==> src/design/ucer_pkg.sv <==
`timescale 1ns / 1ps
`default_nettype none
// ----------------------------------------------------------------------------
// ucer_pkg
// Shared types, codes and descriptor tables of the control endpoint responder.
// ----------------------------------------------------------------------------
package ucer_pkg;

  localparam int unsigned MaxPacket  = 64;
  localparam int unsigned RomDepth   = 128;
  localparam int unsigned QueueDepth = 2;
  localparam int unsigned RomLen     = 83;
  localparam int unsigned DevLen     = 18;
  localparam int unsigned LangLen    = 4;

  localparam logic [7:0] RomCfg      = 8'd0;
  localparam logic [7:0] RomHidClass = 8'd18;
  localparam logic [7:0] RomReport   = 8'd41;
  localparam logic [7:0] RomText     = 8'd70;

  localparam logic [7:0] LenDevice   = 8'd18;
  localparam logic [7:0] LenCfg      = 8'd41;
  localparam logic [7:0] LenLang     = 8'd4;
  localparam logic [7:0] LenShort    = 8'd18;
  localparam logic [7:0] LenLong     = 8'd28;
  localparam logic [7:0] LenReport   = 8'd29;
  localparam logic [7:0] LenHidClass = 8'd9;
  localparam logic [7:0] LenStatus   = 8'd2;
  localparam logic [7:0] LenConfig   = 8'd1;
  localparam logic [7:0] CharsShort  = 8'd8;
  localparam logic [7:0] CharsLong   = 8'd13;
  localparam logic [7:0] StrHeadType = 8'd3;

  localparam logic [7:0] ReqGetStatus     = 8'h00;
  localparam logic [7:0] ReqSetAddress    = 8'h05;
  localparam logic [7:0] ReqGetDescriptor = 8'h06;
  localparam logic [7:0] ReqGetConfig     = 8'h08;
  localparam logic [7:0] ReqSetConfig     = 8'h09;
  localparam logic [7:0] ReqSetIdle       = 8'h0A;
  localparam logic [7:0] ReqSetProtocol   = 8'h0B;

  localparam logic [7:0] DescDevice   = 8'h01;
  localparam logic [7:0] DescConfig   = 8'h02;
  localparam logic [7:0] DescString   = 8'h03;
  localparam logic [7:0] DescHidClass = 8'h21;
  localparam logic [7:0] DescReport   = 8'h22;

  localparam logic [1:0] TypeStandard = 2'd0;
  localparam logic [1:0] TypeClass    = 2'd1;
  localparam logic [4:0] RecipDevice  = 5'd0;

  localparam logic CfgVendorId  = 1'b0;
  localparam logic CfgProductId = 1'b1;

  typedef enum logic [1:0] {
    EvBusReset = 2'd0,
    EvSetup    = 2'd1,
    EvInDone   = 2'd2,
    EvOutDone  = 2'd3
  } event_e;

  typedef enum logic [1:0] {
    KindRearm = 2'd0,
    KindData  = 2'd1,
    KindZlp   = 2'd2,
    KindStall = 2'd3
  } reply_kind_e;

  typedef enum logic [2:0] {
    SrcNone   = 3'd0,
    SrcDevice = 3'd1,
    SrcRom    = 3'd2,
    SrcLang   = 3'd3,
    SrcShort  = 3'd4,
    SrcLong   = 3'd5,
    SrcStatus = 3'd6,
    SrcConfig = 3'd7
  } reply_src_e;

  typedef struct packed {
    logic [1:0]  opcode;
    logic [7:0]  request_type;
    logic [7:0]  request_code;
    logic [15:0] value_field;
    logic [15:0] length_field;
  } ev_req_t;

  typedef struct packed {
    logic [1:0] reply_kind;
    logic [7:0] data_byte;
    logic [6:0] packet_bytes;
    logic       last_of_run;
    logic [6:0] device_address;
    logic       is_configured;
  } ev_rsp_t;

  typedef struct packed {
    reply_kind_e kind;
    reply_src_e  src;
    logic [7:0]  offset;
    logic [6:0]  count;
    logic [6:0]  address;
    logic        configured;
  } job_t;

  localparam logic [0:RomLen-1][7:0] RomImage = {
    8'h09, 8'h02, 8'h29, 8'h00, 8'h01, 8'h01, 8'h00, 8'h80, 8'h32,
    8'h09, 8'h04, 8'h00, 8'h00, 8'h02, 8'h03, 8'h00, 8'h00, 8'h00,
    8'h09, 8'h21, 8'h11, 8'h01, 8'h00, 8'h01, 8'h22, 8'h1D, 8'h00,
    8'h07, 8'h05, 8'h81, 8'h03, 8'h40, 8'h00, 8'h01,
    8'h07, 8'h05, 8'h01, 8'h03, 8'h40, 8'h00, 8'h01,
    8'h06, 8'h00, 8'hFF, 8'h09, 8'h01, 8'hA1, 8'h01, 8'h85, 8'h04, 8'h09, 8'h02, 8'h15, 8'h00,
    8'h26, 8'hFF, 8'h00, 8'h75, 8'h08, 8'h95, 8'h3F, 8'h91, 8'h02, 8'h09, 8'h02, 8'h95, 8'h3F,
    8'h81, 8'h02, 8'hC0,
    8'h4C, 8'h6F, 8'h67, 8'h69, 8'h63, 8'h50, 8'h61, 8'h64, 8'h20, 8'h42, 8'h6F, 8'h6F, 8'h74
  };

  localparam logic [0:DevLen-1][7:0] DevImage = {
    8'd18, 8'h01, 8'h00, 8'h02, 8'h00, 8'h00, 8'h00, 8'h40, 8'h00,
    8'h00, 8'h00, 8'h00, 8'h00, 8'h01, 8'h01, 8'h02, 8'h00, 8'h01
  };

  localparam logic [0:LangLen-1][7:0] LangImage = {8'h04, 8'h03, 8'h09, 8'h04};

  function automatic logic [7:0] rom_byte(input logic [7:0] addr);
    rom_byte = 8'h00;
    if (addr < 8'(RomLen)) begin
      rom_byte = RomImage[addr[6:0]];
    end
  endfunction

  function automatic logic [7:0] dev_byte(input logic [7:0] addr);
    dev_byte = 8'h00;
    if (addr < 8'(DevLen)) begin
      dev_byte = DevImage[addr[4:0]];
    end
  endfunction

  function automatic logic [7:0] lang_byte(input logic [7:0] addr);
    lang_byte = 8'h00;
    if (addr < 8'(LangLen)) begin
      lang_byte = LangImage[addr[1:0]];
    end
  endfunction

endpackage
`default_nettype wire

==> src/design/ucer_front.sv <==
`timescale 1ns / 1ps
`default_nettype none
// ----------------------------------------------------------------------------
// ucer_front
// Decodes bus events and setup requests, tracks address, configuration and
// reply progress, and issues one packet job per accepted request.
// ----------------------------------------------------------------------------
module ucer_front import ucer_pkg::*; (
  input  logic    clk_i,
  input  logic    rst_ni,
  input  logic    req_valid_i,
  output logic    req_ready_o,
  input  ev_req_t req_i,
  output logic    job_valid_o,
  input  logic    job_ready_i,
  output job_t    job_o
);

  reply_src_e src_q, src_d;
  logic [7:0] off_q, off_d;
  logic [7:0] rem_q, rem_d;
  logic [6:0] pend_addr_q, pend_addr_d;
  logic       pend_q, pend_d;
  logic [6:0] addr_q, addr_d;
  logic       cfg_q, cfg_d;

  logic       push;
  logic [4:0] recip;
  logic [1:0] rtype;
  logic [7:0] lo;
  logic [7:0] dtype;
  logic       is_std;
  logic       desc_ok;
  reply_src_e desc_src;
  logic [7:0] desc_off;
  logic [7:0] desc_len;
  logic       start;
  reply_src_e s_src;
  logic [7:0] s_off;
  logic [7:0] s_len;
  logic       chunk;
  logic       stall;
  logic [7:0] n;

  assign req_ready_o = job_ready_i;
  assign job_valid_o = req_valid_i;
  assign push        = req_valid_i && job_ready_i;

  assign recip  = req_i.request_type[4:0];
  assign rtype  = req_i.request_type[6:5];
  assign lo     = req_i.value_field[7:0];
  assign dtype  = req_i.value_field[15:8];
  assign is_std = (rtype == TypeStandard);

  always_comb begin
    desc_ok  = 1'b1;
    desc_src = SrcNone;
    desc_off = 8'd0;
    desc_len = 8'd0;
    unique case (dtype)
      DescDevice: begin
        desc_src = SrcDevice;
        desc_len = LenDevice;
      end
      DescConfig: begin
        desc_src = SrcRom;
        desc_off = RomCfg;
        desc_len = LenCfg;
      end
      DescString: begin
        if (lo == 8'd0) begin
          desc_src = SrcLang;
          desc_len = LenLang;
        end else if (lo == 8'd1) begin
          desc_src = SrcShort;
          desc_len = LenShort;
        end else begin
          desc_src = SrcLong;
          desc_len = LenLong;
        end
      end
      DescReport: begin
        desc_src = SrcRom;
        desc_off = RomReport;
        desc_len = LenReport;
      end
      DescHidClass: begin
        desc_src = SrcRom;
        desc_off = RomHidClass;
        desc_len = LenHidClass;
      end
      default: desc_ok = 1'b0;
    endcase
  end

  always_comb begin
    src_d       = src_q;
    off_d       = off_q;
    rem_d       = rem_q;
    pend_addr_d = pend_addr_q;
    pend_d      = pend_q;
    addr_d      = addr_q;
    cfg_d       = cfg_q;
    start       = 1'b0;
    s_src       = SrcNone;
    s_off       = 8'd0;
    s_len       = 8'd0;
    chunk       = 1'b0;
    stall       = 1'b0;
    n           = 8'd0;
    job_o       = '0;

    unique case (event_e'(req_i.opcode))
      EvBusReset: begin
        src_d       = SrcNone;
        off_d       = 8'd0;
        rem_d       = 8'd0;
        pend_addr_d = 7'd0;
        pend_d      = 1'b0;
        addr_d      = 7'd0;
        cfg_d       = 1'b0;
      end
      EvSetup: begin
        src_d  = SrcNone;
        off_d  = 8'd0;
        rem_d  = 8'd0;
        pend_d = 1'b0;
        if (is_std && req_i.request_code == ReqSetAddress && recip == RecipDevice) begin
          pend_addr_d = lo[6:0];
          pend_d      = 1'b1;
          chunk       = 1'b1;
        end else if (is_std && req_i.request_code == ReqSetConfig
                     && recip == RecipDevice) begin
          cfg_d = (lo != 8'd0);
          chunk = 1'b1;
        end else if (is_std && req_i.request_code == ReqGetDescriptor && desc_ok) begin
          start = 1'b1;
          s_src = desc_src;
          s_off = desc_off;
          s_len = desc_len;
        end else if (is_std && req_i.request_code == ReqGetStatus
                     && recip == RecipDevice) begin
          start = 1'b1;
          s_src = SrcStatus;
          s_len = LenStatus;
        end else if (is_std && req_i.request_code == ReqGetConfig) begin
          start = 1'b1;
          s_src = SrcConfig;
          s_len = LenConfig;
        end else if (rtype == TypeClass && (req_i.request_code == ReqSetIdle
                     || req_i.request_code == ReqSetProtocol)) begin
          chunk = 1'b1;
        end else begin
          stall = 1'b1;
        end
      end
      EvInDone: begin
        if (pend_q) begin
          addr_d = pend_addr_q;
          pend_d = 1'b0;
        end
        chunk = (rem_q != 8'd0);
      end
      EvOutDone: begin
      end
      default: begin
      end
    endcase

    if (start) begin
      chunk = 1'b1;
      src_d = s_src;
      off_d = s_off;
      rem_d = (req_i.length_field < {8'd0, s_len}) ? req_i.length_field[7:0] : s_len;
    end

    job_o.kind       = stall ? KindStall : KindRearm;
    job_o.src        = src_d;
    job_o.offset     = off_d;
    if (chunk) begin
      n          = (rem_d > 8'(MaxPacket)) ? 8'(MaxPacket) : rem_d;
      job_o.kind = (n == 8'd0) ? KindZlp : KindData;
      job_o.count = n[6:0];
      rem_d      = rem_d - n;
      off_d      = off_d + n;
    end
    job_o.address    = addr_d;
    job_o.configured = cfg_d;
  end

  always_ff @(posedge clk_i or negedge rst_ni) begin
    if (!rst_ni) begin
      src_q       <= SrcNone;
      off_q       <= 8'd0;
      rem_q       <= 8'd0;
      pend_addr_q <= 7'd0;
      pend_q      <= 1'b0;
      addr_q      <= 7'd0;
      cfg_q       <= 1'b0;
    end else if (push) begin
      src_q       <= src_d;
      off_q       <= off_d;
      rem_q       <= rem_d;
      pend_addr_q <= pend_addr_d;
      pend_q      <= pend_d;
      addr_q      <= addr_d;
      cfg_q       <= cfg_d;
    end
  end

endmodule
`default_nettype wire

==> src/design/ucer_fifo.sv <==
`timescale 1ns / 1ps
`default_nettype none
// ----------------------------------------------------------------------------
// ucer_fifo
// Short job queue between the request decoder and the packet sender.
// ----------------------------------------------------------------------------
module ucer_fifo import ucer_pkg::*; #(
  parameter int unsigned Depth = QueueDepth
) (
  input  logic clk_i,
  input  logic rst_ni,
  input  logic wr_valid_i,
  output logic wr_ready_o,
  input  job_t wr_data_i,
  output logic rd_valid_o,
  input  logic rd_ready_i,
  output job_t rd_data_o
);

  localparam int unsigned PtrW = (Depth > 1) ? $clog2(Depth) : 1;
  localparam int unsigned CntW = $clog2(Depth + 1);

  job_t            mem_q [Depth];
  logic [PtrW-1:0] wr_ptr_q, wr_ptr_d;
  logic [PtrW-1:0] rd_ptr_q, rd_ptr_d;
  logic [CntW-1:0] cnt_q, cnt_d;
  logic            push;
  logic            pop;

  assign wr_ready_o = (cnt_q != CntW'(Depth));
  assign rd_valid_o = (cnt_q != '0);
  assign rd_data_o  = mem_q[rd_ptr_q];
  assign push       = wr_valid_i && wr_ready_o;
  assign pop        = rd_valid_o && rd_ready_i;

  always_comb begin
    wr_ptr_d = wr_ptr_q;
    rd_ptr_d = rd_ptr_q;
    if (push) begin
      wr_ptr_d = (wr_ptr_q == PtrW'(Depth - 1)) ? '0 : wr_ptr_q + 1'b1;
    end
    if (pop) begin
      rd_ptr_d = (rd_ptr_q == PtrW'(Depth - 1)) ? '0 : rd_ptr_q + 1'b1;
    end
    cnt_d = cnt_q + CntW'(push) - CntW'(pop);
  end

  always_ff @(posedge clk_i) begin
    if (push) begin
      mem_q[wr_ptr_q] <= wr_data_i;
    end
  end

  always_ff @(posedge clk_i or negedge rst_ni) begin
    if (!rst_ni) begin
      wr_ptr_q <= '0;
      rd_ptr_q <= '0;
      cnt_q    <= '0;
    end else begin
      wr_ptr_q <= wr_ptr_d;
      rd_ptr_q <= rd_ptr_d;
      cnt_q    <= cnt_d;
    end
  end

endmodule
`default_nettype wire

==> src/design/ucer_back.sv <==
`timescale 1ns / 1ps
`default_nettype none
// ----------------------------------------------------------------------------
// ucer_back
// Expands packet jobs into reply items, one byte per cycle while the output
// accepts, from the descriptor sources, into a registered output stage.
// ----------------------------------------------------------------------------
module ucer_back import ucer_pkg::*; #(
  parameter int unsigned RomDepth = ucer_pkg::RomDepth
) (
  input  logic        clk_i,
  input  logic        rst_ni,
  input  logic        job_valid_i,
  output logic        job_ready_o,
  input  job_t        job_i,
  input  logic [15:0] vendor_i,
  input  logic [15:0] product_i,
  output logic        out_valid_o,
  input  logic        out_ready_i,
  output ev_rsp_t     out_o
);

  localparam int unsigned IdxW = $clog2(RomDepth);

  logic [7:0] rom_mem [RomDepth];

  logic       busy_q, busy_d;
  job_t       job_q;
  logic [6:0] left_q, left_d;
  logic [7:0] off_q, off_d;
  logic       out_valid_q, out_valid_d;
  ev_rsp_t    out_q;
  ev_rsp_t    item;
  logic       load;
  logic       slot_free;
  logic       emit;
  logic [7:0] p;
  logic [6:0] chr;
  logic [7:0] rom_addr;
  logic [7:0] rom_rd;
  logic [7:0] str_short;
  logic [7:0] str_long;
  logic [7:0] fetch;

  for (genvar i = 0; i < RomDepth; i++) begin : g_rom
    assign rom_mem[i] = rom_byte(8'(i));
  end

  assign job_ready_o = !busy_q;
  assign load        = job_valid_i && !busy_q;
  assign slot_free   = !out_valid_q || out_ready_i;
  assign emit        = busy_q && slot_free;
  assign out_valid_o = out_valid_q;
  assign out_o       = out_q;

  assign p        = off_q;
  assign chr      = 7'((p - 8'd2) >> 1);
  assign rom_addr = (job_q.src == SrcRom) ? p : RomText + {1'b0, chr};
  assign rom_rd   = ({1'b0, rom_addr} < 9'(RomDepth)) ? rom_mem[rom_addr[IdxW-1:0]] : 8'h00;

  always_comb begin
    str_short = 8'h00;
    str_long  = 8'h00;
    if (p == 8'd0) begin
      str_short = 8'd2 + (CharsShort << 1);
      str_long  = 8'd2 + (CharsLong << 1);
    end else if (p == 8'd1) begin
      str_short = StrHeadType;
      str_long  = StrHeadType;
    end else if (!p[0]) begin
      str_short = ({1'b0, chr} < CharsShort) ? rom_rd : 8'h00;
      str_long  = ({1'b0, chr} < CharsLong) ? rom_rd : 8'h00;
    end
  end

  always_comb begin
    fetch = 8'h00;
    unique case (job_q.src)
      SrcDevice: begin
        case (p)
          8'd7:    fetch = 8'(MaxPacket);
          8'd8:    fetch = vendor_i[7:0];
          8'd9:    fetch = vendor_i[15:8];
          8'd10:   fetch = product_i[7:0];
          8'd11:   fetch = product_i[15:8];
          default: fetch = dev_byte(p);
        endcase
      end
      SrcRom:    fetch = rom_rd;
      SrcLang:   fetch = lang_byte(p);
      SrcShort:  fetch = str_short;
      SrcLong:   fetch = str_long;
      SrcConfig: fetch = (p == 8'd0) ? {7'd0, job_q.configured} : 8'h00;
      default:   fetch = 8'h00;
    endcase
  end

  always_comb begin
    item                = '0;
    item.reply_kind     = job_q.kind;
    item.last_of_run    = (left_q == 7'd1);
    item.device_address = job_q.address;
    item.is_configured  = job_q.configured;
    if (job_q.kind == KindData) begin
      item.data_byte    = fetch;
      item.packet_bytes = job_q.count;
    end
  end

  always_comb begin
    busy_d      = busy_q;
    left_d      = left_q;
    off_d       = off_q;
    out_valid_d = out_valid_q && !out_ready_i;
    if (load) begin
      busy_d = 1'b1;
      left_d = (job_i.kind == KindData) ? job_i.count : 7'd1;
      off_d  = job_i.offset;
    end else if (emit) begin
      out_valid_d = 1'b1;
      left_d      = left_q - 7'd1;
      off_d       = off_q + 8'd1;
      busy_d      = (left_q != 7'd1);
    end
  end

  always_ff @(posedge clk_i) begin
    if (load) begin
      job_q <= job_i;
    end
    if (emit) begin
      out_q <= item;
    end
  end

  always_ff @(posedge clk_i or negedge rst_ni) begin
    if (!rst_ni) begin
      busy_q      <= 1'b0;
      left_q      <= 7'd0;
      off_q       <= 8'd0;
      out_valid_q <= 1'b0;
    end else begin
      busy_q      <= busy_d;
      left_q      <= left_d;
      off_q       <= off_d;
      out_valid_q <= out_valid_d;
    end
  end

  a_busy_has_items : assert property (@(posedge clk_i) disable iff (!rst_ni)
    busy_q |-> (left_q != 7'd0))
    else $error("busy with no items left");

  a_non_last_keeps_busy : assert property (@(posedge clk_i) disable iff (!rst_ni)
    (out_valid_q && !out_q.last_of_run) |-> busy_q)
    else $error("run ended without a last item");

  a_single_item_is_last : assert property (@(posedge clk_i) disable iff (!rst_ni)
    (out_valid_q && out_q.reply_kind != KindData) |-> out_q.last_of_run)
    else $error("non-data reply not marked last");

  a_packet_size : assert property (@(posedge clk_i) disable iff (!rst_ni)
    (out_valid_q && out_q.reply_kind == KindData)
      |-> (out_q.packet_bytes != 7'd0 && out_q.packet_bytes <= 7'(MaxPacket)))
    else $error("data packet size out of range");

  a_emit_after_load : assert property (@(posedge clk_i) disable iff (!rst_ni)
    load |=> (busy_q && !job_ready_o))
    else $error("job taken but sender idle");

endmodule
`default_nettype wire

==> src/design/usb_control_endpoint_responder.sv <==
`timescale 1ns / 1ps
`default_nettype none
// ----------------------------------------------------------------------------
// usb_control_endpoint_responder
// Endpoint-0 responder for a HID device: decodes bus events and standard or
// HID class requests, answers with status, stall or descriptor data packets.
//
//   Channel  Direction  Handshake            Payload
//   cfg      in         cfg_we_i             cfg_idx_i, cfg_wdata_i (16 bits)
//   in       in         in_valid_i/ready_o   in_req_i  (ev_req_t)
//   out      out        out_valid_o/ready_i  out_rsp_o (ev_rsp_t)
//
// A request is decoded in the cycle it is accepted and queued as one job.
// The sender emits one item per cycle while the output is not stalled: 1 item
// for a status, stall or re-arm reply, n items for a data packet of n bytes
// (n up to 64), and it picks up each job before its first item. Output stalls
// hold the sender; the queue keeps taking requests until full. Reset is
// asynchronous and needs no clearing pass.
module usb_control_endpoint_responder import ucer_pkg::*; #(
  parameter int unsigned RomDepth   = ucer_pkg::RomDepth,
  parameter int unsigned QueueDepth = ucer_pkg::QueueDepth
) (
  input  logic        clk_i,
  input  logic        rst_ni,
  input  logic        cfg_we_i,
  input  logic        cfg_idx_i,
  input  logic [15:0] cfg_wdata_i,
  input  logic        in_valid_i,
  output logic        in_ready_o,
  input  ev_req_t     in_req_i,
  output logic        out_valid_o,
  input  logic        out_ready_i,
  output ev_rsp_t     out_rsp_o
);

  logic [15:0] vendor_q, vendor_d;
  logic [15:0] product_q, product_d;

  logic job_wr_valid;
  logic job_wr_ready;
  job_t job_wr;
  logic job_rd_valid;
  logic job_rd_ready;
  job_t job_rd;

  always_comb begin
    vendor_d  = vendor_q;
    product_d = product_q;
    if (cfg_we_i) begin
      case (cfg_idx_i)
        CfgVendorId:  vendor_d  = cfg_wdata_i;
        CfgProductId: product_d = cfg_wdata_i;
        default: begin
        end
      endcase
    end
  end

  always_ff @(posedge clk_i or negedge rst_ni) begin
    if (!rst_ni) begin
      vendor_q  <= 16'd0;
      product_q <= 16'd0;
    end else begin
      vendor_q  <= vendor_d;
      product_q <= product_d;
    end
  end

  ucer_front u_front (
    .clk_i       (clk_i),
    .rst_ni      (rst_ni),
    .req_valid_i (in_valid_i),
    .req_ready_o (in_ready_o),
    .req_i       (in_req_i),
    .job_valid_o (job_wr_valid),
    .job_ready_i (job_wr_ready),
    .job_o       (job_wr)
  );

  ucer_fifo #(
    .Depth (QueueDepth)
  ) u_fifo (
    .clk_i      (clk_i),
    .rst_ni     (rst_ni),
    .wr_valid_i (job_wr_valid),
    .wr_ready_o (job_wr_ready),
    .wr_data_i  (job_wr),
    .rd_valid_o (job_rd_valid),
    .rd_ready_i (job_rd_ready),
    .rd_data_o  (job_rd)
  );

  ucer_back #(
    .RomDepth (RomDepth)
  ) u_back (
    .clk_i       (clk_i),
    .rst_ni      (rst_ni),
    .job_valid_i (job_rd_valid),
    .job_ready_o (job_rd_ready),
    .job_i       (job_rd),
    .vendor_i    (vendor_q),
    .product_i   (product_q),
    .out_valid_o (out_valid_o),
    .out_ready_i (out_ready_i),
    .out_o       (out_rsp_o)
  );

endmodule
`default_nettype wire
==> config.mk <==
export PLATFORM = sky130hd
export DESIGN_NAME = usb_control_endpoint_responder
export DESIGN_NICKNAME = d
export VERILOG_FILES = /design/src/design/ucer_pkg.sv /design/src/design/ucer_front.sv /design/src/design/ucer_fifo.sv /design/src/design/ucer_back.sv /design/src/design/usb_control_endpoint_responder.sv
export SDC_FILE = /design/constraint.sdc
export NUM_CORES = 1
export LEC_CHECK = 0
export ABC_AREA = 1
export BUFFER_PORTS_ARGS = -buffer_cell sky130_fd_sc_hd__buf_2
export CORE_MARGIN = 2
export CORE_UTILIZATION = 40
export CTS_CLUSTER_DIAMETER = 80
export CTS_CLUSTER_SIZE = 24
export DETAILED_ROUTE_END_ITERATION = 7
export SETUP_SLACK_MARGIN = 0.2
export SLEW_MARGIN = 20
export SYNTH_ARGS = -nofsm -noshare
export SYNTH_HDL_FRONTEND = slang
export SYNTH_SLANG_ARGS = --single-unit
==> constraint.sdc <==
create_clock -name clk_i -period 3.8 [get_ports clk_i]
set_input_delay 0.19 -clock clk_i [delete_from_list [all_inputs] [get_ports clk_i]]
set_output_delay 0.19 -clock clk_i [all_outputs]
set_load 0.05 [all_outputs]
==> results.sh <==
export IMPL_final_max_slew_viol_count=0
export IMPL_num_rows=60
export IMPL_power_density_mw_per_mm2=692.1
export IMPL_portBuffers=98
export IMPL_avgSynthCellArea_um2=8.323
export IMPL_synth_top_family_by_area="simple AND/OR/NAND/NOR gates"
export IMPL_instances_no_fill=1859
export IMPL_hp_class="input pin to flip-flop"
export IMPL_r2r_start="u_back.off_q[1]"
export IMPL_clock_latency_ns=0.44
export IMPL_synth_area_mux_share=0.0009194
export IMPL_seqPwrFrac=0.296
export IMPL_synth_compound_area_share=0.1471
export IMPL_syn_inst=1308
export IMPL_grt_overflow_total=0
export IMPL_synth_xor_area_frac=0.008850
export IMPL_gp_congestion=0.8899
export IMPL_rsz0062_at_grt="true"
export IMPL_tightestPinTransition_ns=0.9115
export IMPL_period_minus_slack_ns=3.461
export IMPL_vias_per_cell=5.097
export IMPL_relSlewSlack=0.3908
export IMPL_synth_fp_nets=1419
export IMPL_path_clk_slew_ns=0.09
export IMPL_timing_fmax_mhz=289.0
export IMPL_grt_pass1_vias=9041
export IMPL_synth_area_top_cells="edfxtp_1 (28%), dfrtp_1 (20%), nand2_1 (9.2%), inv_1 (6.1%), o21ai_0 (5.2%)"
export IMPL_synth_fa_ha_area_frac=0.04551
export IMPL_setup_violations_final=0
export IMPL_critPathMostFrequentCell="nand2_1"
export IMPL_drc_errors=0
export IMPL_synth_seq_cells=190
export IMPL_area_growth_synth_to_final_pct=25.05
export IMPL_grt_pass1_wl_um=44100
export IMPL_switching_share=0.4361
export IMPL_root_buffer="clkbuf_16"
export IMPL_worstPathArrival_ns=3.80
export IMPL_diodes=0
export IMPL_first_pass_iters=5
export IMPL_p_sw_mw=4.109
export IMPL_finalClockSkew_ns=0.01373
export IMPL_run_status="finished, final reports clean"
export IMPL_synth_distinct_cells=59
export IMPL_synth_edff_count=102
export IMPL_antenna_found_initial=0
export IMPL_crit_buf_inv=3
export IMPL_p_int_mw=5.314
export IMPL_cpLargestDelayFamily="simple AND/OR/NAND/NOR gates"
export IMPL_clock_path_buffers=2
export IMPL_p_leak_nw=6.171
export IMPL_mostFrequentLayoutCell="nand2_1"
export IMPL_start_util=0.4062
export IMPL_layout_drive_gt1_share=0.2503
export IMPL_synth_flop_cell="edfxtp_1"
export IMPL_vdd_ir_drop_max_mv=0.4037
export IMPL_startpoint_type="input pin"
export IMPL_post_route_period_util=0.9107
export IMPL_hold_slack_ns=0.007056
export IMPL_wl_um=27100
export IMPL_dieArea_mm2=0.02855
export IMPL_crit_fanout=8
export IMPL_slowest_stage="ha_1"
export IMPL_coreArea_mm2=0.02680
export IMPL_criticalPathCategory="input pin to flip-flop"
export IMPL_h_tree_depth=4
export IMPL_tritoncts="yes"
export IMPL_grt_usage=0.1898
export IMPL_critPathMaxStageDelay_ns=0.27
export IMPL_cts_buffers=17
export IMPL_die_height_um=169.0
export IMPL_yosysSeqAreaShare=0.4836
export IMPL_die_w_um=169.0
export IMPL_yosys_area_share_simple=0.2333
export IMPL_dp_hpwl_um=19730
export IMPL_synth_top_cell_area_share=0.2813
export IMPL_synth_async_reset_ratio=0.4632
export IMPL_ioPinCount=100
export IMPL_yosys_area_top_type="edfxtp_1"
export IMPL_crit_required_ns=4.14
export IMPL_finalHoldViolCount=0
export IMPL_crit_path_start="in_req_i[42]"
export IMPL_postRouteAntennaNets=0
export IMPL_wl_per_cell_um=14.58
export IMPL_worstSetupEndpointType="flip-flop"
export IMPL_drt_iter0_drc=728
export IMPL_via_count=9476
export IMPL_nNetsFinal=1616
export IMPL_dp_cells=1799
export IMPL_yosysWarnings=0
export IMPL_pwr_share_clk=0.202
export IMPL_pwr_share_comb=0.503
export IMPL_grt_start_max_net_pins=58
export IMPL_cts_sinks=190
export IMPL_final_cell_mix="nand2_1 (258), inv_1 (170), nor2_1 (121)"
export IMPL_hold_start="in_req_i[22]"
export IMPL_synth_area_mm2=0.01089
export IMPL_drv_cap=0
## final cells by class
class                      count  area [um^2]
multi-input combinational    890         5150
clock inverter                15        227.7
timing repair buffer         213         1386
clock buffer                  17        425.4
tap                          341        426.7
inverter                     193        729.5
sequential                   190         5269
fill                        2514        13190
## power groups by stage
stage	Combinational [mW]	Sequential (mW)	Clock, mW
after floorplan	2.88	2.81	0
after global routing	5.24	2.83	2.03
after detailed placement	4.21	2.82	0
after global placement	4.23	2.82	0
after CTS	4.25	2.78	1.94
final	4.74	2.79	1.90
## metal layers
layer,vias to the layer above,routed length (um),GRT usage
met5,-,0,0
met4,0,538,0.05500
met3,41,940,0.02665
met2,211,13860,0.3421
met1,4420,11770,0.2374
li1,4804,-,-
## tightest hold or removal path, cell delays in order
cell,delay (ns)
buf_2,0.10
nand3_1,0.07
nand2_1,0.06
## synthesized netlist by cell type, types with 12 or more instances
library cell / number
a21oi_1: 46
buf_2: 12
clkbuf_1: 22
dfrtp_1: 88
edfxtp_1: 102
ha_1: 38
inv_1: 177
inv_2: 14
nand2_1: 268
nand2_2: 12
nand3_1: 54
nand4_1: 12
nor2_1: 141
nor3_1: 29
o211ai_1: 16
o21ai_0: 114
o21ai_1: 14
o22ai_1: 13
## worst paths after layout
| kind | to | slack [ns] | depth (start not counted) |
|---|---|---|---|
| max | u_front.off_q[7] | 0.34 | 31 |
| min | u_front.pend_addr_q[6] | 0.007 | 3 |
| max reg2reg | u_back.out_o[17] | 0.45 | 22 |
| min reg2reg | u_back.out_o[6] | 0.42 | 0 |
| max in group asynchronous | vendor_q[8] | 2.49 | 3 |
| min in group asynchronous | u_front.pend_addr_q[5] | 0.35 | 2 |
## state kept, by name, indices dropped and copies added (netlist names), 2 cells and up
register	cells
u_fifo.mem_q	56
u_back.left_q	7
u_back.out_o	26
u_front.pend_addr_q	7
u_back.off_q	8
u_front.rem_q	8
u_front.addr_q	7
u_fifo.cnt_q	2
u_back.job_q	10
vendor_q	16
product_q	16
u_front.src_q	3
u_front.off_q	8
u_back.item	10
## logic make-up (layout without fill, tap and decap cells)
group / after synthesis / count (layout)
AO/OA/AOI/OAI: 268 / 268
XOR/XNOR: 11 / 11
adder cells (fa/ha/maj): 39 / 39
buffers and inverters: 229 / 438
flip-flops: 190 / 190
multiplexers: 1 / 1
other: 1 / 1
AND/OR/NAND/NOR: 569 / 570
## repair_timing
action                                  4_1_cts  5_1_grt
cloned                                        0        2
gates resized for setup                       3      103
hold buffers                                  5        0
endpoints found under the setup margin        2       12
setup buffers                                 0       21
hold endpoints to repair                     61        0
pin swaps                                     0       31
## metrics by stage
step | power [mW] | setup TNS [ns] | util | setup slack, ns | cell area, um^2
CTS | 8.975 | 0 | 0.4873 | 0.2218 | 13060
detailed placement | 7.037 | -0.3857 | 0.4610 | -0.09586 | 12350
floorplan | 5.690 | 0 | - | 0.1589 | 10910
global placement | 7.048 | -0.1229 | 0.4610 | -0.05612 | 12350
global route | 10.10 | 0 | 0.5080 | 0.02865 | 13610
finish | 9.423 | 0 | 0.5080 | 0.3393 | 13610
No activity file was read; power rests on OpenSTA's default activity.
